File: src/rpm_pkg.sv
// Shared types, codes and constants for the route policy rule matcher.
// Depends on nothing; every other file imports this package.
package rpm_pkg;

   localparam int RULE_DEPTH      = 64;
   localparam int PATH_DEPTH      = 64;
   localparam int COMMUNITY_DEPTH = 64;

   localparam int RULE_AW = (RULE_DEPTH > 1) ? $clog2(RULE_DEPTH) : 1;
   localparam int RULE_CW = $clog2(RULE_DEPTH + 1);
   localparam int PATH_AW = (PATH_DEPTH > 1) ? $clog2(PATH_DEPTH) : 1;
   localparam int PATH_CW = $clog2(PATH_DEPTH + 1);
   localparam int COMM_AW = (COMMUNITY_DEPTH > 1) ? $clog2(COMMUNITY_DEPTH) : 1;
   localparam int COMM_CW = $clog2(COMMUNITY_DEPTH + 1);
   localparam int SCAN_CW = (PATH_CW > COMM_CW) ? PATH_CW : COMM_CW;

   localparam logic [2:0] OP_ADD_RULE   = 3'd0;
   localparam logic [2:0] OP_CLEAR      = 3'd1;
   localparam logic [2:0] OP_BEGIN      = 3'd2;
   localparam logic [2:0] OP_PATH_ASN   = 3'd3;
   localparam logic [2:0] OP_COMMUNITY  = 3'd4;
   localparam logic [2:0] OP_EVALUATE   = 3'd5;

   localparam logic [4:0] KIND_ANY        = 5'd0;
   localparam logic [4:0] KIND_V4_FIRST   = 5'd1;
   localparam logic [4:0] KIND_V4_LAST    = 5'd5;
   localparam logic [4:0] KIND_V6_FIRST   = 5'd6;
   localparam logic [4:0] KIND_V6_LAST    = 5'd10;
   localparam logic [4:0] KIND_PATH_HAS   = 5'd11;
   localparam logic [4:0] KIND_PATH_NOT   = 5'd12;
   localparam logic [4:0] KIND_ORIGIN_IS  = 5'd13;
   localparam logic [4:0] KIND_ORIGIN_NOT = 5'd14;
   localparam logic [4:0] KIND_COMM_HAS   = 5'd15;
   localparam logic [4:0] KIND_COMM_NOT   = 5'd16;

   localparam logic [2:0] SUB_INCLUDES = 3'd0;
   localparam logic [2:0] SUB_EXACT    = 3'd1;
   localparam logic [2:0] SUB_MORE     = 3'd2;
   localparam logic [2:0] SUB_LESS     = 3'd3;

   localparam logic [7:0] SEQ_TYPE   = 8'd2;
   localparam logic [7:0] MAX_V4_LEN = 8'd32;
   localparam logic [7:0] MAX_V6_LEN = 8'd128;

   localparam logic [1:0] STATUS_OK      = 2'd0;
   localparam logic [1:0] STATUS_FULL    = 2'd1;
   localparam logic [1:0] STATUS_DROPPED = 2'd2;

   typedef struct packed {
      logic [2:0]  operation;
      logic        family;
      logic [63:0] address_high;
      logic [63:0] address_low;
      logic [7:0]  prefix_length;
      logic [4:0]  match_kind;
      logic [31:0] match_value;
      logic [1:0]  decision;
      logic [7:0]  segment_type;
      logic        segment_start;
      logic        attribute_start;
   } req_type;

   typedef struct packed {
      logic [1:0] verdict;
      logic       rule_matched;
      logic [5:0] matched_index;
      logic [1:0] status;
   } rsp_type;

   typedef struct packed {
      logic [4:0]  kind;
      logic [63:0] hi;
      logic [63:0] lo;
      logic [7:0]  len;
      logic [31:0] value;
      logic [1:0]  decision;
   } rule_type;

   typedef struct packed {
      logic add;
      logic clear;
      logic begin_route;
      logic path;
      logic comm;
      logic eval_start;
      logic rule_next;
      logic scan_start;
      logic scan_step;
      logic record_match;
      logic rsp_load;
   } cmd_type;

   typedef struct packed {
      logic out_free;
      logic no_rules;
      logic last_rule;
      logic rule_is_scan;
      logic rule_hit;
      logic scan_done;
      logic scan_hit;
   } dp_status_type;

   // Leading-ones mask of a prefix length; lengths above 128 are rejected elsewhere.
   function automatic logic [127:0] prefix_mask(input logic [7:0] len);
      logic [127:0] m;
      if (len == 8'd0) begin
         m = '0;
      end else begin
         m = {128{1'b1}} << (8'd128 - len);
      end
      return m;
   endfunction

endpackage

File: src/rpm_ctrl.sv
// Sequencer of the route policy rule matcher: decodes items, walks rules.
// Depends on rpm_pkg for the command and status structs and operation codes.
module rpm_ctrl
   import rpm_pkg::*;
(
   input  logic          clock,
   input  logic          reset,
   input  logic          req_fire,
   input  logic [2:0]    req_op,
   input  dp_status_type st,
   output logic          req_ready,
   output cmd_type       cmd
);

   localparam logic [2:0] S_IDLE  = 3'd0;
   localparam logic [2:0] S_RREAD = 3'd1;
   localparam logic [2:0] S_RTEST = 3'd2;
   localparam logic [2:0] S_SCAN  = 3'd3;
   localparam logic [2:0] S_RESP  = 3'd4;

   logic [2:0] state_ff, state_in;

   always_ff @(posedge clock) begin
      if (reset) begin
         state_ff <= S_IDLE;
      end else begin
         state_ff <= state_in;
      end
   end

   always_comb begin
      cmd       = '0;
      state_in  = state_ff;
      req_ready = (state_ff == S_IDLE);
      case (state_ff)
         S_IDLE: begin
            if (req_fire) begin
               case (req_op)
                  OP_ADD_RULE: begin
                     cmd.add  = 1'b1;
                     state_in = S_RESP;
                  end
                  OP_CLEAR:     cmd.clear = 1'b1;
                  OP_BEGIN:     cmd.begin_route = 1'b1;
                  OP_PATH_ASN:  cmd.path = 1'b1;
                  OP_COMMUNITY: cmd.comm = 1'b1;
                  OP_EVALUATE: begin
                     cmd.eval_start = 1'b1;
                     state_in = st.no_rules ? S_RESP : S_RREAD;
                  end
                  default: ;
               endcase
            end
         end
         S_RREAD: state_in = S_RTEST;
         S_RTEST: begin
            if (st.rule_is_scan) begin
               cmd.scan_start = 1'b1;
               state_in = S_SCAN;
            end else if (st.rule_hit) begin
               cmd.record_match = 1'b1;
               state_in = S_RESP;
            end else if (st.last_rule) begin
               state_in = S_RESP;
            end else begin
               cmd.rule_next = 1'b1;
               state_in = S_RREAD;
            end
         end
         S_SCAN: begin
            cmd.scan_step = 1'b1;
            if (st.scan_done) begin
               if (st.scan_hit) begin
                  cmd.record_match = 1'b1;
                  state_in = S_RESP;
               end else if (st.last_rule) begin
                  state_in = S_RESP;
               end else begin
                  cmd.rule_next = 1'b1;
                  state_in = S_RREAD;
               end
            end
         end
         S_RESP: begin
            if (st.out_free) begin
               cmd.rsp_load = 1'b1;
               state_in = S_IDLE;
            end
         end
         default: state_in = S_IDLE;
      endcase
   end

endmodule

File: config.mk
export PLATFORM = sky130hd
export DESIGN_NAME = rpm_ctrl
export DESIGN_NICKNAME = d
export VERILOG_FILES = /design/src/rpm_pkg.sv /design/src/rpm_ctrl.sv
export SDC_FILE = /design/constraint.sdc
export NUM_CORES = 1
export LEC_CHECK = 0
export BUFFER_PORTS_ARGS = -buffer_cell sky130_fd_sc_hd__buf_2
export CAP_MARGIN = 20
export CORE_AREA = 2 2 39 41
export DETAILED_ROUTE_END_ITERATION = 8
export DIE_AREA = 0 0 41 43
export GPL_TIMING_DRIVEN = 0
export SYNTH_ARGS = -nofsm -noshare
export SYNTH_HDL_FRONTEND = slang
export SYNTH_SLANG_ARGS = --single-unit
File: constraint.sdc
create_clock -name clock -period 1.96 [get_ports clock]
set_input_delay 0.196 -clock clock [delete_from_list [all_inputs] [get_ports clock]]
set_output_delay 0.196 -clock clock [all_outputs]
set_load 0.05 [all_outputs]
### Word-level counts from Yosys, hierarchy flattened

Cells that the tools add are included.

* flip-flop bits (word level): 3
* logic and storage cells: 51

* eq/ne operators: 13
* multiplexer cells: 34
* reduce and logical (&&, ||, !) cells: 3

Operator list (number)
* 2-to-1 mux 3 bit: 8
* 2-to-1 mux 1 bit: 20
* one-hot mux 3 bit (5 select lines): 1
* == test 3 x 2 -> 1 bit (second input constant): 4
* 2-to-1 mux 6 bit: 2
* == test 3 bit (second input constant): 3
* == test 3 x 1 -> 1 bit (second input constant): 2
* logical NOT 3 bit: 2
* inequality test 2 bit (second input constant): 3
* one-hot mux 3 bit (2 select lines): 1
* one-hot mux 1 bit (2 select lines): 2
* AND reduction 4 bit: 1
* inequality test 3 x 1 -> 1 bit (second input constant): 1

### Logic depth before layout (Yosys ltp)

Gate-level depths: netlist of the first run.

* depth in word-level cells: 4
* gate-level depth with buffers: 5
* depth with buffers taken out: 4

### Worst setup path after synthesis of the first run

OpenSTA, ideal clock, no wires.

* path kind: register to output
* start point: register state_ff[0]
* end point: output cmd[5] (netlist bit)
* arrival: 2.667 ns
* setup slack: -0.903 ns
* stages on the path, launching flop included: 6
* path through: dfxtp_1 -> clkbuf_1 -> buf_2 -> nor3_1 -> nand3_1 -> nor2_1

RTL lines
* start, declared: RTL line rpm_ctrl.sv:21 `logic [2:0] state_ff, state_in;`
* start signal, assigned: RTL line rpm_ctrl.sv:27 `state_ff <= state_in;`
* end, declared: RTL line rpm_ctrl.sv:12 `output cmd_type cmd`

==> flow_summary.toml, run 1 <==
[outcome]
status = "finished clean"

[cells_and_area]
final_net_count = 96
n_antenna_cell = 0
area_growth_pct = 55.3
final_cell_area_um2 = 604
reg.largest.list = "state_ff (3)"
final_cell_mix = "23 x buf_2, 6 x nor2_1, 4 x clkbuf_4"
layout-drive-gt1-share_pct = 46.3
largest-register = "state_ff"
largest_reg_flops = 3
final_common_cell = "buf_2"

[cts]
cts_tree = "built"
cts_buffers = 3
clkLatencyLatePin_ns = 0.23
cts_setup_buffers = 0
clk_pin_slew_ns = 0.03
cts.htree.levels = 1
cts-root-to-sink-buffers = 2
cts_hold_buf = 0
root_buffer = "clkbuf_4"
cts_resized = 1
clock_sinks = 3

[timing]
fmax_ghz = 0.542
setup_ws_ns = 0.114
report.final.slew_viol_count = 0
setup_violations = 0
relSlewSlack_pct = 77.8
period_minus_slack_ns = 1.85
skew_ns = 0.00384
fin_crit_sh_pct = 94.2
hold_ws_ns = 0.179
worst_slew_pin_slew_ns = 0.332
final.setup.tns_ns = 0
hold_viol = 0
rsz0062_at_grt = "false"

[drt]
routedWlPerCell_um = 11.5
num_vias = 506
first_pass_iters = 4
drc = 0
wl_mm = 1.13
drt_iter0_markers = 13
avgViaCountPerCell = 5.16
detail-route-antenna-nets = 0

[pwr]
p_switching_mw = 0.0851
powerDensity_mw_per_mm2 = 421
p_int_mw = 0.169
clkPwrFrac_pct = 41.8
ir_drop_mv = 0.185
combPwrFrac_pct = 32.8
switching_share_pct = 33.4
p_leak_nw = 0.288
p_seq_share_pct = 25.3

[place]
dp_hpwl_um = 841
post-place-ws_ns = 0.208
io_buffer_count = 24
gp_congestion = 0.826
place_area_um2 = 558

[min_path]
hold_start = "reset"
hold_depth = 2
hold_end = "state_ff[0]"
min_path_type = "primary input to flip-flop"

[setup_path]
rr_startpoint = "state_ff[1]"
cp_max_fo = 10
r2r_cells = 5
cp-end-kind = "output port"
cp.arrival_ns = 1.65
cp.required_ns = 1.76
r2r-end = "state_ff[0]"
crit_start = "state_ff[0]"
start_kind = "flip-flop"
crit_type = "flip-flop to output port"
rrSetupSlack_ns = 0.61

[yosys]
syn_avg_cell_area_um2 = 7.07
ys_ff_latch = 3
yosysWarningCount = 0
syn_nets = 68
yosys.cell_types.count = 32
synthCells = 55
syn_area_um2 = 389
ys_seq_area_share_pct = 15.4

[floorplanning]
dieArea_mm2 = 0.00176
start_util_pct = 28.1
die_w_um = 41
io_pins = 25
row_count = 14
die_h_um = 43
coreArea_mm2 = 0.00138

[global_routing]
grt_pass1_vias = 403
grt_overflow = 0
grt_max_degree = 11
antenna_found_initial = 0
track_usage_pct = 12.5
grt_pass1_wl_mm = 1.50

[flow_run]
max_cap_viol_count = 0
-- metal layers --
layer / up-vias / global-route usage, % / routed length, µm
met5: - / 0 / 0
met4: 0 / 9.33 / 0
met3: 0 / 3.14 / 88
met2: 27 / 18.8 / 531
met1: 221 / 14.4 / 510
li1: 258 / - / -
-- synth_stat cells --
master / instances / area share [%]
o22ai_1: 1 / 1.6
clkbuf_1: 2 / 1.9
o21a_1: 1 / 1.9
o41ai_1: 1 / 2.3
xnor2_1: 1 / 2.3
nor2_1: 8 / 7.7
a32o_1: 1 / 2.6
buf_6: 1 / 2.9
a2111oi_2: 1 / 3.9
and2_1: 1 / 1.6
inv_1: 2 / 1.9
o21ai_0: 1 / 1.3
nor2b_1: 3 / 4.8
and4bb_1: 1 / 3.2
a21o_1: 1 / 1.9
dfxtp_1: 3 / 15
nand3_1: 3 / 3.9
nand2_1: 2 / 1.9
buf_2: 1 / 1.3
nor3b_1: 2 / 3.9
nand2b_1: 2 / 3.2
nor4b_1: 1 / 2.3
nand3b_1: 1 / 1.9
o31a_1: 1 / 2.3
and3_1: 1 / 1.6
o211ai_1: 1 / 1.9
o211a_1: 1 / 2.6
nor3_1: 3 / 3.9
a21oi_1: 3 / 3.9
and4_1: 2 / 4.5
and3b_1: 1 / 2.3
nor4_1: 1 / 1.6
-- area by class of cell --
type                       instances  area (µm²)
tap                               16        20.0
inverter                           2        7.51
timing repair buffer              24         123
sequential                         3        60.1
clock buffer                       4        26.3
multi-input combinational         46         344
fill                             145         779
buffer                             3        23.8
-- power groups by stage --
stage	combinational (mW)	sequential, mW	clock (mW)
after floorplan	0.0499	0.0646	0
after global placement	0.0794	0.0649	0
after detailed placement	0.0800	0.0648	0
after CTS	0.0804	0.0638	0.111
after global routing	0.0894	0.0647	0.117
final	0.0836	0.0644	0.107
-- critical path, cell delays in order, from the launching register on --
cell      delay, ns
dfxtp_1        0.50
buf_4          0.24
and2_2         0.17
nand3b_1       0.12
a21oi_4        0.15
clkbuf_4       0.23
-- worst max path at each step --
| stage | to | slack (ns) | cells after the start |
|---|---|---|---|
| floorplan | cmd[3] | 0.0001 | 3 |
| global placement | cmd[4] | 0.20 | 6 |
| detailed placement | cmd[4] | 0.21 | 6 |
| CTS | cmd[9] | 0.02 | 5 |
| global route | cmd[4] | 0.03 | 5 |
| finish | cmd[4] | 0.11 | 5 |
-- kinds of logic after synthesis --
family / count (synthesis) / share of synthesized area (%)
AO/OA/AOI/OAI: 13 / 26.0
XOR/XNOR: 1 / 2.25
buffers and inverters: 6 / 8.04
flip-flops: 3 / 15.4
AND/OR/NAND/NOR: 32 / 48.2
-- stage by stage --
| step | utilization [%] | power [mW] | cells |
|---|---|---|---|
| 2_1_floorplan | - | 0.115 | 55 |
| 3_3_place_gp | 40.3 | 0.144 | 95 |
| 3_5_place_dp | 40.3 | 0.145 | 95 |
| 4_1_cts | 42.4 | 0.255 | 99 |
| 5_1_grt | 43.7 | 0.272 | 98 |
| 6_report | 43.7 | 0.255 | 98 |
No activity file was read; power rests on OpenSTA's default activity.
==> run 2: changes to the inputs <==
--- a/config.mk
+++ b/config.mk
@@ -11,6 +11,7 @@
 export DETAILED_ROUTE_END_ITERATION = 8
 export DIE_AREA = 0 0 41 43
 export GPL_TIMING_DRIVEN = 0
+export PLACE_DENSITY = 0.71
 export SYNTH_ARGS = -nofsm -noshare
 export SYNTH_HDL_FRONTEND = slang
 export SYNTH_SLANG_ARGS = --single-unit
==> flow_summary.toml, run 2 (synthesized netlist as in run 1, its figures left out) <==
[place]
gp_congestion = 0.788
post-place-ws_ns = 0.179
dp.cells = 95
io_buffer_count = 24
dp_hpwl_um = 868

[timing]
worst_slew_pin_slew_ns = 0.297
final.setup.tns_ns = 0
fin_crit_sh_pct = 94.0
setup_violations = 0
period_minus_slack_ns = 1.84
relSlewSlack_pct = 80.2
report.final.slew_viol_count = 0
rsz0062_at_grt = "false"
hold_viol = 0
skew_ns = 0.00189
setup_ws_ns = 0.118
fmax_ghz = 0.543

[global_routing]
grt_pass1_wl_mm = 1.85
antenna_found_initial = 0
track_usage_pct = 15.4
grt_overflow = 0
grt_pass1_vias = 459
grt_max_degree = 11

[drt]
wl_mm = 1.11
detail-route-antenna-nets = 0
first_pass_iters = 4
drc = 0
num_vias = 516
routedWlPerCell_um = 11.3
drt_iter0_markers = 8
avgViaCountPerCell = 5.27

[cts]
clk_pin_slew_ns = 0.04
cts_setup_buffers = 0
clkLatencyLatePin_ns = 0.24
cts-root-to-sink-buffers = 2
cts.htree.levels = 1
clock_sinks = 3
cts_hold_buf = 0
cts_tree = "built"
cts_buffers = 3
root_buffer = "clkbuf_4"

[setup_path]
cp_max_fo = 10
r2r-end = "state_ff[0]"
rr_startpoint = "state_ff[1]"
rrSetupSlack_ns = 0.61
cp.arrival_ns = 1.65
r2r_cells = 5
cp.required_ns = 1.76
start_kind = "flip-flop"
crit_type = "flip-flop to output port"
cp-end-kind = "output port"

[min_path]
hold_end = "state_ff[0]"
hold_start = "reset"
hold_depth = 2
min_path_type = "primary input to flip-flop"

[cells_and_area]
largest_reg_flops = 3
final_net_count = 96
final_common_cell = "buf_2"
area_growth_pct = 55.3
final_cells = 98
n_antenna_cell = 0
final_cell_mix = "23 x buf_2, 6 x nor2_1, 4 x clkbuf_4"
layout-drive-gt1-share_pct = 46.3
largest-register = "state_ff"
reg.largest.list = "state_ff (3)"

[pwr]
powerDensity_mw_per_mm2 = 431
ir_drop_mv = 0.309
p_leak_nw = 0.288

[floorplanning]
io_pins = 25
coreArea_mm2 = 0.00138
die_h_um = 43
dieArea_mm2 = 0.00176
die_w_um = 41
start_util_pct = 28.1
row_count = 14

[outcome]
status = "finished clean"

[flow_run]
max_cap_viol_count = 0
==> run 2: cell counts in the layout (fill, tap and decap cells not counted) <==
Identical to the previous run, type by type.
==> run 2: what timing repair did <==
item | 4_1_cts | 5_1_grt
endpoints found under the setup margin | 5 | 5
pin swaps | 0 | 0
resized for setup | 2 | 5
==> run 2: critical path, stage by stage (launching register included) <==
cell and delay (ns):
dfxtp_1 0.48, buf_4 0.24, and2_2 0.18, nand3b_1 0.12, a21oi_4 0.15, clkbuf_4 0.23
==> run 2: area by class of cell <==
cell class | count | area [µm²]
flip-flops and latches | 3 | 60.1
multi-input cells | 46 | 344
clock buffers | 4 | 26.3
plain buffers | 3 | 23.8
well taps | 16 | 20.0
inverters | 2 | 7.51
fillers | 146 | 779
repair buffers | 24 | 123
==> run 2: metal layers <==
layer,up-vias,global-route usage [%],part of all wire [%]
li1,259,-,-
met1,232,19.0,41
met2,23,22.8,49
met3,2,7.85,9.2
met4,0,4.00,0.63
met5,-,0,0
==> run 2: metrics by stage <==
step / utilization [%] / power, mW / area (µm²) / hold WS, ns
2_1_floorplan: - / 0.115 / 418 / 0.265
3_3_place_gp: 40.3 / 0.143 / 558 / 0.403
3_5_place_dp: 40.3 / 0.144 / 558 / 0.404
4_1_cts: 42.6 / 0.262 / 589 / 0.151
5_1_grt: 43.7 / 0.280 / 604 / 0.164
6_report: 43.7 / 0.260 / 604 / 0.155
==> run 2: how the worst max path moves through the flow <==
stage	start	to	cells past startpoint
finish	state_ff[0]	cmd[4]	5
global route	state_ff[0]	cmd[4]	5
CTS	state_ff[2]	cmd[7]	5
detailed placement	state_ff[2]	cmd[7]	5
global placement	state_ff[0]	cmd[4]	6
floorplan	state_ff[0]	cmd[3]	3
==> run 2: power breakdown <==
part | leakage [nW] | switching (mW) | internal [mW] | total [mW]
combinational | 0.249 | 0.0524 | 0.0302 | 0.0826
clock | 0.0150 | 0.0367 | 0.0766 | 0.113
sequential | 0.0243 | 0.00138 | 0.0630 | 0.0643
total | 0.288 | 0.0905 | 0.170 | 0.260
==> run 3: changes to the inputs <==
==> constraint.sdc (replaced) <==
create_clock -name clock -period 1.96 [get_ports clock]
set_input_delay 0 -clock clock [delete_from_list [all_inputs] [get_ports clock]]
set_output_delay 0 -clock clock [all_outputs]
set_load 0.05 [all_outputs]
==> flow_summary.toml, run 3 (synthesized netlist as in run 1, its figures left out) <==
[cells_and_area]
largest_reg_flops = 3
final_net_count = 98
seqCellArea_um2 = 60.1
reg.largest.list = "state_ff (3)"
fill_cells = 163
multi_input_area_um2 = 313
area_growth_pct = 49.2
fin_util_pct = 42.0
final_cell_mix = "25 x buf_2, 8 x nor2_1"
n_antenna_cell = 0
largest-register = "state_ff"
layout-drive-gt1-share_pct = 39.3
final_common_cell = "buf_2"

[outcome]
status = "finished clean"

[place]
dp_hpwl_um = 849
post-place-ws_ns = 0.435
io_buffer_count = 24
gp_congestion = 0.824

[setup_path]
cp.required_ns = 1.96
start_kind = "flip-flop"
cp_max_fo = 10
crit_slowest_cell = "dfxtp_1"
cp.arrival_ns = 1.74
crit_type = "flip-flop to output port"
cp-end-kind = "output port"
critPathMostFrequentCell = "buf_2"
path_cells = "clkbuf_1, buf_2, and2_1, nand3b_1, a21oi_2, buf_2"
critPathMaxStageDelay_ns = 0.29

[cts]
clkLatencyLatePin_ns = 0.23
cts_setup_buffers = 0
cts-root-to-sink-buffers = 2
cts_tree = "built"
cts.htree.levels = 1
root_buffer = "clkbuf_4"
clock_sinks = 3
clk_pin_slew_ns = 0.03
cts_buffers = 3

[timing]
fin_crit_sh_pct = 88.7
skew_ns = 0.00261
report.final.slew_viol_count = 0
setup_violations = 0
hold_viol = 0
worst_slew_pin_slew_ns = 0.448
relSlewSlack_pct = 70.1
rsz0062_at_grt = "false"
setup_ws_ns = 0.221
hold_ws_ns = 0.169
period_minus_slack_ns = 1.74
fmax_ghz = 0.575

[floorplanning]
io_pins = 25
row_count = 14
die_h_um = 43
coreArea_mm2 = 0.00138
start_util_pct = 28.1
die_w_um = 41
dieArea_mm2 = 0.00176

[pwr]
totalPowerFinal_mw = 0.252
powerDensity_mw_per_mm2 = 434
ir_drop_mv = 0.361
p_leak_nw = 0.284

[global_routing]
grt_overflow = 0
grt_pass1_wl_mm = 1.75
track_usage_pct = 13.9
grt_max_degree = 11
antenna_found_initial = 0
grt_pass1_vias = 442

[drt]
avgViaCountPerCell = 5.22
drt_iter0_markers = 11
first_pass_iters = 4
wl_mm = 1.10
num_vias = 522
drc = 0
detail-route-antenna-nets = 0
routedWlPerCell_um = 11.0

[flow_run]
max_cap_viol_count = 0

[min_path]
min_path_type = "primary input to flip-flop"
## run 3: routing by layer
layer | vias to the layer above | share of wire, % | GRT usage [%]
li1 | 265 | - | -
met5 | - | 0 | 0
met3 | 0 | 12 | 6.81
met2 | 31 | 42 | 20.6
met1 | 226 | 46 | 19.2
met4 | 0 | 0 | 0
## run 3: timing repair
item	4_1_cts	5_1_grt
resized for setup	0	1
endpoints found under the setup margin	0	2
endpoints found under the hold margin	2	0
hold buffers	1	0
## run 3: per-stage QoR
stage | cells | cell area (µm²) | TNS [ns]
after detailed placement | 95 | 538 | 0
final | 100 | 581 | 0
after global routing | 100 | 581 | 0
after floorplan | 55 | 398 | -0.369
after global placement | 95 | 538 | 0
after CTS | 100 | 574 | 0
## run 3: worst paths after layout
| kind | from | to | slack, ns | cells past startpoint |
|---|---|---|---|---|
| min | req_op[1] | state_ff[0] | 0.17 | 4 |
| max | state_ff[0] | cmd[4] | 0.22 | 6 |
| max reg2reg | state_ff[1] | state_ff[0] | 0.58 | 5 |
| min reg2reg | state_ff[1] | state_ff[1] | 0.74 | 4 |
## run 3: area by class of cell
| cell class | count | share of cell area, % |
|---|---|---|
| Clock buffer | 4 | 4.53 |
| Buffer | 4 | 4.09 |
| Inverter | 2 | 1.29 |
| Sequential cell | 3 | 10.3 |
| Tap cell | 16 | 3.45 |
| Timing Repair Buffer | 25 | 22.4 |
| Multi-Input combinational cell | 46 | 53.9 |
## run 3: power breakdown
group	switching (mW)	internal, mW	total [mW]
sequential	0.00106	0.0630	0.0641
combinational	0.0511	0.0289	0.0800
clock	0.0317	0.0763	0.108
## run 3: critical path: cells and delay by family (launching register included)
kind	cells	cell delay, ns
buf+inv	3	0.80
compound gates	1	0.13
simple gates	2	0.28
flops	1	0.29
